## config.mk

```make
export PLATFORM = sky130hd
export DESIGN_NAME = refcounted_quota_entry_cache
export DESIGN_NICKNAME = d
export VERILOG_FILES = /design/src/hdl/rqec_pkg.sv /design/src/hdl/refcounted_quota_entry_cache.sv
export SDC_FILE = /design/constraint.sdc
export NUM_CORES = 2
export LEC_CHECK = 0
export BUFFER_PORTS_ARGS = -buffer_cell sky130_fd_sc_hd__clkbuf_2
export CORE_ASPECT_RATIO = 1.75
export CORE_MARGIN = 8
export CORE_UTILIZATION = 55
export CTS_CLUSTER_SIZE = 40
export DETAILED_ROUTE_END_ITERATION = 8
export PLACE_DENSITY = 0.85
export SLEW_MARGIN = 20
export SYNTH_ARGS = -nofsm -noshare
export SYNTH_HDL_FRONTEND = slang
export SYNTH_SLANG_ARGS = --single-unit
```

## constraint.sdc

```tcl
create_clock -name clk_i -period 5.2 [get_ports clk_i]
set_input_delay 0.52 -clock clk_i [delete_from_list [all_inputs] [get_ports clk_i]]
set_output_delay 0.52 -clock clk_i [all_outputs]
set_load 0.02 [all_outputs]
```

## src/hdl/rqec_pkg.sv

```systemverilog
// ----------------------------------------------------------------------------
// rqec_pkg
// Types and codes shared by the quota entry cache.
// ----------------------------------------------------------------------------
package rqec_pkg;

  typedef enum logic [1:0] {
    OP_GET     = 2'd0,
    OP_RELEASE = 2'd1,
    OP_SYNC    = 2'd2,
    OP_MARK    = 2'd3
  } op_e;

  typedef enum logic [3:0] {
    ST_HIT        = 4'd0,
    ST_LOADED     = 4'd1,
    ST_QUOTA_OFF  = 4'd2,
    ST_TABLE_FULL = 4'd3,
    ST_READ_ERROR = 4'd4,
    ST_DIRTY      = 4'd5,
    ST_RELEASED   = 4'd6,
    ST_REL_UNREF  = 4'd7,
    ST_OVERFLOW   = 4'd8,
    ST_WRITTEN    = 4'd9,
    ST_CLEAN      = 4'd10,
    ST_MARKED     = 4'd11
  } status_e;

  localparam logic [15:0] CountMax = 16'hFFFF;

  typedef struct packed {
    op_e         opcode;
    logic [15:0] user_id;
    logic [4:0]  mount_id;
    logic        quota_enabled;
    logic        fetch_failed;
    logic [5:0]  entry_index;
  } in_t;

  typedef struct packed {
    status_e     status;
    logic [5:0]  result_entry;
    logic        fetch_request;
    logic        writeback_request;
    logic [15:0] disk_user;
    logic [4:0]  disk_mount;
  } out_t;

endpackage

```

## src/hdl/refcounted_quota_entry_cache.sv

```systemverilog
// ----------------------------------------------------------------------------
// refcounted_quota_entry_cache
// Reference-counted quota entry cache with a least-recently-released free list.
//
// Each word in yields exactly one word out. A get with quota on walks the
// tag memory one entry per cycle until a match or the last entry; release,
// sync and mark need no walk. The tag, count and link memories each have
// one read port. Items are handled one at a time; a new word is taken as
// soon as the previous result sits in the output register. Reset takes
// effect at once through per-entry valid bits, with no clearing pass.
// ----------------------------------------------------------------------------
module refcounted_quota_entry_cache #(
  parameter int ENTRIES    = 64,
  parameter int MOUNT_BITS = 5
) (
  input  logic            clk_i,
  input  logic            rst_ni,
  input  logic            in_valid_i,
  output logic            in_ready_o,
  input  rqec_pkg::in_t   in_i,
  output logic            out_valid_o,
  input  logic            out_ready_i,
  output rqec_pkg::out_t  out_o
);

  localparam int IW = $clog2(ENTRIES);
  localparam int MB = MOUNT_BITS;
  localparam int TW = 16 + MB;
  localparam logic [IW-1:0] Last = IW'(ENTRIES - 1);
  localparam logic [4:0] MountMask5 = 5'((1 << MOUNT_BITS) - 1);

  typedef enum logic [3:0] {
    S_IDLE, S_DISP, S_SCAN, S_HIT, S_MISS, S_APP, S_REL, S_SYNC, S_DONE
  } state_e;

  state_e state_q, state_d;
  rqec_pkg::in_t  req_q, req_d;
  rqec_pkg::out_t res_q, res_d, out_q, out_d;
  logic out_valid_q, out_valid_d;
  logic [IW-1:0] h_q, h_d, chk_idx_q, chk_idx_d;
  logic [IW:0] scan_q, scan_d;
  logic chk_v_q, chk_v_d;
  logic [IW-1:0] head_q, head_d, tail_q, tail_d;
  logic [IW:0] fcnt_q, fcnt_d;
  logic [ENTRIES-1:0] fnd_q, fnd_d, mod_q, mod_d;
  logic fnd_rd_q, mod_rd_q;
  logic [IW-1:0] mod_ra;

  // memories and their ports
  logic [TW-1:0] tag_mem [ENTRIES];
  logic [15:0]   cnt_mem [ENTRIES];
  logic [IW-1:0] nxt_mem [ENTRIES];
  logic [IW-1:0] prv_mem [ENTRIES];
  logic [ENTRIES-1:0] tag_vld_q, cnt_vld_q, nxt_vld_q, prv_vld_q;

  logic tag_we, cnt_we, nxt_we, prv_we;
  logic [IW-1:0] tag_wa, cnt_wa, nxt_wa, prv_wa;
  logic [IW-1:0] tag_ra, cnt_ra, nxt_ra, prv_ra;
  logic [TW-1:0] tag_wd, tag_rd_q, tag_eff;
  logic [15:0]   cnt_wd, cnt_rd_q, cnt_eff;
  logic [IW-1:0] nxt_wd, prv_wd, nxt_rd_q, prv_rd_q, nxt_eff, prv_eff;
  logic [IW-1:0] nxt_ra_q, prv_ra_q;
  logic tag_rv_q, cnt_rv_q, nxt_rv_q, prv_rv_q;

  logic [4:0]    mnt5;
  logic [MB-1:0] mnt;
  logic [IW-1:0] ix;
  logic          ix_out;
  logic          match;
  logic          do_rm, do_ap;
  logic [IW-1:0] rm_e, ap_e;

  assign mnt5   = req_q.mount_id & MountMask5;
  assign mnt    = MB'(mnt5);
  assign ix     = IW'(req_q.entry_index);
  assign ix_out = 32'(req_q.entry_index) >= ENTRIES;

  // unwritten entries read as their reset values
  assign tag_eff = tag_rv_q ? tag_rd_q : '0;
  assign cnt_eff = cnt_rv_q ? cnt_rd_q : '0;
  assign nxt_eff = nxt_rv_q ? nxt_rd_q :
                   (nxt_ra_q == '0 ? Last : IW'(nxt_ra_q - 1'b1));
  assign prv_eff = prv_rv_q ? prv_rd_q :
                   (prv_ra_q == Last ? '0 : IW'(prv_ra_q + 1'b1));

  assign match = chk_v_q && fnd_rd_q && (tag_eff == {req_q.user_id, mnt});

  assign in_ready_o  = (state_q == S_IDLE);
  assign out_valid_o = out_valid_q;
  assign out_o       = out_q;

  // sequence one word through read, modify and write back
  always_comb begin
    state_d = state_q;
    req_d = req_q;
    res_d = res_q;
    out_d = out_q;
    out_valid_d = out_valid_q && !out_ready_i;
    h_d = h_q;
    scan_d = scan_q;
    chk_v_d = 1'b0;
    chk_idx_d = chk_idx_q;
    head_d = head_q;
    tail_d = tail_q;
    fcnt_d = fcnt_q;
    fnd_d = fnd_q;
    mod_d = mod_q;
    mod_ra = ix;
    tag_we = 1'b0; tag_wa = ix; tag_wd = {req_q.user_id, mnt}; tag_ra = ix;
    cnt_we = 1'b0; cnt_wa = ix; cnt_wd = '0; cnt_ra = ix;
    nxt_we = 1'b0; nxt_wa = '0; nxt_wd = '0; nxt_ra = ix;
    prv_we = 1'b0; prv_wa = '0; prv_wd = '0; prv_ra = ix;
    do_rm = 1'b0; rm_e = h_q;
    do_ap = 1'b0; ap_e = ix;

    case (state_q)
      S_IDLE: begin
        if (in_valid_i) begin
          req_d = in_i;
          state_d = S_DISP;
        end
      end
      S_DISP: begin
        res_d = '0;
        res_d.result_entry = req_q.entry_index;
        state_d = S_DONE;
        if (req_q.opcode == rqec_pkg::OP_GET) begin
          res_d.result_entry = '0;
          if (!req_q.quota_enabled) begin
            res_d.status = rqec_pkg::ST_QUOTA_OFF;
          end else begin
            scan_d = '0;
            state_d = S_SCAN;
          end
        end else if (ix_out) begin
          case (req_q.opcode)
            rqec_pkg::OP_RELEASE: res_d.status = rqec_pkg::ST_REL_UNREF;
            rqec_pkg::OP_SYNC:    res_d.status = rqec_pkg::ST_CLEAN;
            default:              res_d.status = rqec_pkg::ST_MARKED;
          endcase
        end else begin
          case (req_q.opcode)
            rqec_pkg::OP_RELEASE: state_d = S_REL;
            rqec_pkg::OP_SYNC:    state_d = S_SYNC;
            default: begin
              mod_d[ix] = 1'b1;
              res_d.status = rqec_pkg::ST_MARKED;
            end
          endcase
        end
      end
      S_SCAN: begin
        // issue one tag read a cycle, compare the one read last cycle
        tag_ra = IW'(scan_q);
        cnt_ra = chk_idx_q;
        nxt_ra = match ? chk_idx_q : head_q;
        prv_ra = nxt_ra;
        mod_ra = head_q;
        if (scan_q < (IW+1)'(ENTRIES)) begin
          scan_d = scan_q + 1'b1;
          chk_v_d = 1'b1;
          chk_idx_d = IW'(scan_q);
        end
        if (match) begin
          h_d = chk_idx_q;
          state_d = S_HIT;
        end else if (chk_v_q && chk_idx_q == Last) begin
          state_d = S_MISS;
        end
      end
      S_HIT: begin
        res_d.result_entry = 6'(h_q);
        state_d = S_DONE;
        if (cnt_eff == rqec_pkg::CountMax) begin
          res_d.status = rqec_pkg::ST_OVERFLOW;
        end else begin
          res_d.status = rqec_pkg::ST_HIT;
          do_rm = (cnt_eff == '0);
          rm_e = h_q;
          cnt_we = 1'b1;
          cnt_wa = h_q;
          cnt_wd = cnt_eff + 16'd1;
        end
      end
      S_MISS: begin
        state_d = S_DONE;
        if (fcnt_q == '0) begin
          res_d.status = rqec_pkg::ST_TABLE_FULL;
        end else if (mod_rd_q) begin
          res_d.status = rqec_pkg::ST_DIRTY;
          res_d.result_entry = 6'(head_q);
        end else begin
          res_d.result_entry = 6'(head_q);
          res_d.fetch_request = 1'b1;
          res_d.disk_user = req_q.user_id;
          res_d.disk_mount = mnt5;
          do_rm = 1'b1;
          rm_e = head_q;
          tag_we = 1'b1;
          tag_wa = head_q;
          cnt_we = 1'b1;
          cnt_wa = head_q;
          cnt_wd = req_q.fetch_failed ? 16'd0 : 16'd1;
          fnd_d[head_q] = !req_q.fetch_failed;
          mod_d[head_q] = 1'b0;
          if (req_q.fetch_failed) begin
            res_d.status = rqec_pkg::ST_READ_ERROR;
            h_d = head_q;
            state_d = S_APP;
          end else begin
            res_d.status = rqec_pkg::ST_LOADED;
          end
        end
      end
      S_APP: begin
        do_ap = 1'b1;
        ap_e = h_q;
        state_d = S_DONE;
      end
      S_REL: begin
        state_d = S_DONE;
        if (cnt_eff == '0) begin
          res_d.status = rqec_pkg::ST_REL_UNREF;
        end else if (cnt_eff == 16'd1) begin
          if (mod_rd_q && !req_q.quota_enabled) begin
            res_d.status = rqec_pkg::ST_QUOTA_OFF;
          end else begin
            res_d.status = rqec_pkg::ST_RELEASED;
            if (mod_rd_q) begin
              mod_d[ix] = 1'b0;
              res_d.writeback_request = 1'b1;
              res_d.disk_user = tag_eff[TW-1:MB];
              res_d.disk_mount = 5'(tag_eff[MB-1:0]);
              res_d.status = rqec_pkg::ST_WRITTEN;
            end
            do_ap = 1'b1;
            ap_e = ix;
            cnt_we = 1'b1;
            cnt_wd = '0;
          end
        end else begin
          cnt_we = 1'b1;
          cnt_wd = cnt_eff - 16'd1;
          res_d.status = rqec_pkg::ST_RELEASED;
        end
      end
      S_SYNC: begin
        state_d = S_DONE;
        if (!mod_rd_q) begin
          res_d.status = rqec_pkg::ST_CLEAN;
        end else if (!req_q.quota_enabled) begin
          res_d.status = rqec_pkg::ST_QUOTA_OFF;
        end else begin
          mod_d[ix] = 1'b0;
          res_d.writeback_request = 1'b1;
          res_d.disk_user = tag_eff[TW-1:MB];
          res_d.disk_mount = 5'(tag_eff[MB-1:0]);
          res_d.status = rqec_pkg::ST_WRITTEN;
        end
      end
      S_DONE: begin
        if (!out_valid_q || out_ready_i) begin
          out_d = res_q;
          out_valid_d = 1'b1;
          state_d = S_IDLE;
        end
      end
      default: state_d = S_IDLE;
    endcase

    // unlink an entry from the free list
    if (do_rm && fcnt_q != '0) begin
      if (rm_e == head_q) begin
        head_d = nxt_eff;
      end else begin
        nxt_we = 1'b1; nxt_wa = prv_eff; nxt_wd = nxt_eff;
      end
      if (rm_e == tail_q) begin
        tail_d = prv_eff;
      end else begin
        prv_we = 1'b1; prv_wa = nxt_eff; prv_wd = prv_eff;
      end
      fcnt_d = fcnt_q - 1'b1;
    end

    // append an entry at the free list tail
    if (do_ap) begin
      if (fcnt_q == '0) begin
        head_d = ap_e;
      end else begin
        nxt_we = 1'b1; nxt_wa = tail_q; nxt_wd = ap_e;
        prv_we = 1'b1; prv_wa = ap_e; prv_wd = tail_q;
      end
      tail_d = ap_e;
      fcnt_d = fcnt_q + 1'b1;
    end
  end

  // hold state, free list and output register
  always_ff @(posedge clk_i or negedge rst_ni) begin
    if (!rst_ni) begin
      state_q <= S_IDLE;
      out_valid_q <= 1'b0;
      chk_v_q <= 1'b0;
      scan_q <= '0;
      head_q <= Last;
      tail_q <= '0;
      fcnt_q <= (IW+1)'(ENTRIES);
      fnd_q <= '0;
      mod_q <= '0;
    end else begin
      state_q <= state_d;
      out_valid_q <= out_valid_d;
      chk_v_q <= chk_v_d;
      scan_q <= scan_d;
      head_q <= head_d;
      tail_q <= tail_d;
      fcnt_q <= fcnt_d;
      fnd_q <= fnd_d;
      mod_q <= mod_d;
    end
  end

  // payload registers
  always_ff @(posedge clk_i) begin
    req_q <= req_d;
    res_q <= res_d;
    out_q <= out_d;
    h_q <= h_d;
    chk_idx_q <= chk_idx_d;
  end

  // memory arrays with registered reads
  always_ff @(posedge clk_i) begin
    if (tag_we) tag_mem[tag_wa] <= tag_wd;
    if (cnt_we) cnt_mem[cnt_wa] <= cnt_wd;
    if (nxt_we) nxt_mem[nxt_wa] <= nxt_wd;
    if (prv_we) prv_mem[prv_wa] <= prv_wd;
    tag_rd_q <= tag_mem[tag_ra];
    cnt_rd_q <= cnt_mem[cnt_ra];
    nxt_rd_q <= nxt_mem[nxt_ra];
    prv_rd_q <= prv_mem[prv_ra];
    nxt_ra_q <= nxt_ra;
    prv_ra_q <= prv_ra;
    fnd_rd_q <= fnd_q[tag_ra];
    mod_rd_q <= mod_q[mod_ra];
  end

  // track which entries were written since reset
  always_ff @(posedge clk_i or negedge rst_ni) begin
    if (!rst_ni) begin
      tag_vld_q <= '0;
      cnt_vld_q <= '0;
      nxt_vld_q <= '0;
      prv_vld_q <= '0;
      tag_rv_q <= 1'b0;
      cnt_rv_q <= 1'b0;
      nxt_rv_q <= 1'b0;
      prv_rv_q <= 1'b0;
    end else begin
      if (tag_we) tag_vld_q[tag_wa] <= 1'b1;
      if (cnt_we) cnt_vld_q[cnt_wa] <= 1'b1;
      if (nxt_we) nxt_vld_q[nxt_wa] <= 1'b1;
      if (prv_we) prv_vld_q[prv_wa] <= 1'b1;
      tag_rv_q <= tag_vld_q[tag_ra];
      cnt_rv_q <= cnt_vld_q[cnt_ra];
      nxt_rv_q <= nxt_vld_q[nxt_ra];
      prv_rv_q <= prv_vld_q[prv_ra];
    end
  end

  // free count never exceeds the table size
  assert property (@(posedge clk_i) disable iff (!rst_ni)
    fcnt_q <= (IW+1)'(ENTRIES))
    else $error("free count exceeds table size");

  // a fetch comes only with a load or a read error
  assert property (@(posedge clk_i) disable iff (!rst_ni)
    out_valid_o && out_o.fetch_request |->
      (out_o.status == rqec_pkg::ST_LOADED || out_o.status == rqec_pkg::ST_READ_ERROR))
    else $error("fetch request with wrong status");

  // a writeback comes only with the written back status
  assert property (@(posedge clk_i) disable iff (!rst_ni)
    out_valid_o && out_o.writeback_request |-> out_o.status == rqec_pkg::ST_WRITTEN)
    else $error("writeback request with wrong status");

  // an accepted word goes to dispatch next
  assert property (@(posedge clk_i) disable iff (!rst_ni)
    in_valid_i && in_ready_o |=> state_q == S_DISP)
    else $error("accepted word not dispatched");

endmodule

```

==> reports/qor.tcl <==
set qor(area_growth_pct) 11.95
set qor(share_of_synthesized_flip_flops_with_an_asynchronous_set_or_reset_pct) 11.28
set qor(ys_seq_elements) 3722
set qor(wire_per_inst_um) 28.46
set qor(maxCapViolations) 0
set qor(timing_worst_slew_pin_value_ps) 1217
set qor(preCtsSetupSlack_ps) -271.9
set qor(htree_levels) 5
set qor(ys_dominant_reg_cell) {edfxtp_1}
set qor(outcome) {completed}
set qor(vias_per_cell) 6.672
set qor(finalSetupViolations) 0
set qor(antenna_left) 0
set qor(synth-edff-count) 3245
set qor(post-place-cells) 14691
set qor(synth_largest_type_area_fraction_pct) 63.74
set qor(totalWireLength_mm) 435.9
set qor(critical_setup_path_kind) {flip-flop to flip-flop}
set qor(total_via_count_after_detailed_routing) 102205
set qor(total_number_of_yosys_warnings) 0
set qor(final.period_utilization_pct) 99.02
set qor(seq_area_frac_synth_pct) 71.37
set qor(post_synth_inst_count) 11330
set qor(clock_tree_from_tritoncts) {done}
set qor(vdd_drop_max_v) 0.0003550
set qor(rsz0062_at_grt) {false}
set qor(antenna_violations_before_repair) 18
set qor(remaining_drc_errors) 0
set qor(largest_net_degree_at_the_start_of_global_routing) 139
set qor(timing.hold.worst.class) {input port to flip-flop}
set qor(power.density_cell_area_nw_per_um2) 522.3
set qor(critPathMaxFanout) 126
set qor(die_y_um) 713.4
set qor(via_count_of_the_first_global_routing_pass) 102113
set qor(fin_setup_tns_ps) 0
set qor(floorplan.initialDensity_pct) 55.18
set qor(drv_slew) 0
set qor(drive_gt1_share_pct) 12.50
set qor(fp.dieW_um) 414.5
set qor(worst_slack_ps) 51.06
set qor(gp_congestion) 0.9885
set qor(syn_nets) 11381
set qor(final_layout_worst_hold_slack_ps) 137.9
set qor(cts_root_buf) {clkbuf_16}
set qor(number_of_detailed_route_iterations_in_the_first_pass) 7
set qor(total_die_area_um2) 295700
set qor(synth_top_area_cell) {edfxtp_1}
set qor(globalRoute.totalOverflow) 0
set qor(number_of_drc_markers_after_the_initial_detailed_route_iteration) 13929
set qor(mappedNetlistArea_um2) 152900
set qor(p_leak_nw) 57.75
set qor(grt_first_pass_wirelength_mm) 638.2
set qor(final_area_um2) 171100
set qor(end_kind) {flip-flop}
set qor(report.final.hold_viol_count) 0
set qor(slew_headroom_pct) 18.64
set qor(cts.reportedPaths.clkPinSlew_ps) 70
set qor(num_rows) 256
set qor(clock-sinks) 3722
set qor(clock_tree.buffer_depth) 4
set qor(design.core.area_um2) 277100
set qor(required_time_worst_endpoint_ps) 5940
set qor(placed_area_um2) 160100
set qor(detailed_place_hpwl_mm) 270.6
set qor(timing.critical_path.from_type) {flip-flop}
set qor(finish.net_count) 11492
set qor(peak_clock_frequency_supported_by_timing_mhz) 194.2
set qor(synthTopCellsByArea) {edfxtp_1 (64%), dfrtp_1 (6.8%), a211oi_1 (4.7%), nand2_1 (4.0%), nor2b_1 (2.8%)}
set qor(layout.cells.non_filler) 15319
set qor(timing.final.crit_period_ps) 5149
set qor(port_buffers) 69
set qor(worstPathArrival_ps) 5890
set qor(grt_util_all_layers_pct) 28.23
set qor(tritoncts.num_buffers) 318
set qor(clock_insertion_delay_worst_skew_ps) 930
set qor(synth_cell_type_count) 91
set qor(count_of_pins_on_the_block_boundary) 70
set qor(syn-mean-instance-area_um2) 13.49
set qor(clock_skew_ps) 110.4
power by group:
part           internal, mW  leakage (nW)  total, mW  switching [mW]
clock                  13.6          5.13       24.4            10.8
sequential             35.3          36.1       36.6            1.27
combinational          8.16          16.5       28.4            20.2
cells by family (layout without fill, tap and decap cells):
group / Yosys count / after routing / synth area share (%)
adder cells (fa/ha/maj): 16 / 16 / 0.1359
AND/OR/NAND/NOR: 3235 / 3235 / 9.984
buffers and inverters: 929 / 1299 / 2.432
multiplexers: 260 / 260 / 1.756
other: 0 / 7 / 0
flip-flops: 3722 / 3722 / 71.37
XOR/XNOR: 39 / 39 / 0.2234
AO/OA/AOI/OAI: 3129 / 3129 / 14.10
cells in the final DEF (no fill, tap or decap), types with 35 or more instances in the layout:
cell,count
edfxtp_1,3245
nand2_1,1606
a211oi_1,963
nor2b_1,679
a21oi_1,534
buf_4,497
dfrtp_1,413
a311oi_1,399
a31oi_1,394
clkbuf_16,325
nor2_1,274
o21ai_0,261
mux2i_1,204
nand3_1,147
o22ai_1,141
or2_2,139
o21bai_1,106
buf_12,83
and2_1,74
clkbuf_1,69
clkbuf_2,68
o31ai_1,65
nor2_2,63
a221oi_1,57
dfxtp_1,57
clkinv_2,49
mux2_2,47
clkinv_1,47
o221ai_1,42
and3_1,38
bufinv_16,37
nor4_1,35
worst max-delay path, stage by stage (launching register included):
cell      delay (ps)
dfrtp_1          640
buf_4            270
nand4b_1         160
o22ai_1          190
o22ai_1          140
nor4_2           520
buf_4            290
mux2_4           340
nor2_4           290
buf_12           480
mux2i_1          390
o22ai_1          140
nor4_2           560
buf_4            210
nand4_1          130
path summary, 6_finish.rpt:
path                            slack (ps)        start  depth (start not counted)       endpoint
worst max-delay path                    50     tag_rv_q                         14    prv_rd_q[4]
worst min-delay path                   140  out_ready_i                          5     state_q[3]
worst min register to register         410     res_q[5]                          0       out_o[5]
worst max register to register          50     tag_rv_q                         14    prv_rd_q[4]
max in group asynchronous             3530       rst_ni                          3  tag_vld_q[16]
min in group asynchronous              170       rst_ni                          2  prv_vld_q[45]
through the flow:
stage | utilization (%) | total power, mW
global route | 61.76 | 92.00
finish | 61.77 | 89.39
floorplan | - | 53.44
global placement | 57.79 | 63.28
detailed placement | 57.79 | 64.29
CTS | 61.74 | 88.60
synth_stat cells (57+ instances only):
master / count
o31ai_1: 65
edfxtp_1: 3245
buf_2: 110
mux2i_1: 205
a21oi_1: 549
nand2_1: 1613
nor2b_1: 679
o21bai_1: 106
a31oi_1: 397
buf_1: 67
nand3_1: 148
nor2_1: 338
o22ai_1: 150
a311oi_1: 399
dfxtp_1: 57
clkbuf_1: 696
and2_1: 75
o21ai_0: 263
or2_2: 140
a221oi_1: 57
a211oi_1: 966
dfrtp_1: 413
per-layer routing:
layer / global-route usage, % / vias to the layer above / part of all wire [%]
met5: 0 / - / 0.025
met4: 23.00 / 16 / 10
met3: 5.347 / 1926 / 9.0
met2: 48.33 / 6526 / 49
met1: 30.53 / 50101 / 32
li1: - / 43636 / -
final cells by class:
type / count / area [um2]
clock inverters: 171 / 1978
inverters: 38 / 151.4
clock buffers: 408 / 8572
well taps: 3612 / 4519
diodes: 7 / 17.52
fillers: 18897 / 105900
repair buffers: 682 / 6083
multi-input cells: 6679 / 40720
flip-flops and latches: 3722 / 109100
sequential cells by signal (all words and copies together) (netlist names), 7 cells and up:
register / cells
out_o: 33
cnt_mem: 1024
cnt_rd_q: 16
scan_q: 7
res_q: 33
fnd_q: 64
mod_q: 64
nxt_mem: 384
prv_mem: 384
tag_rd_q: 21
tag_vld_q: 64
tag_mem: 1344
nxt_vld_q: 64
cnt_vld_q: 64
fcnt_q: 7
prv_vld_q: 64
req_q: 20
timing repair:
item / in CTS / in global routing
endpoints found under the setup margin: 4 / 117
gates resized for setup: 2 / 6
setup buffers: 7 / 3
pin swaps: 3 / 3
endpoints found under the hold margin: 90 / 0
hold buffers: 32 / 0
Power figures use the tool's default switching activity.
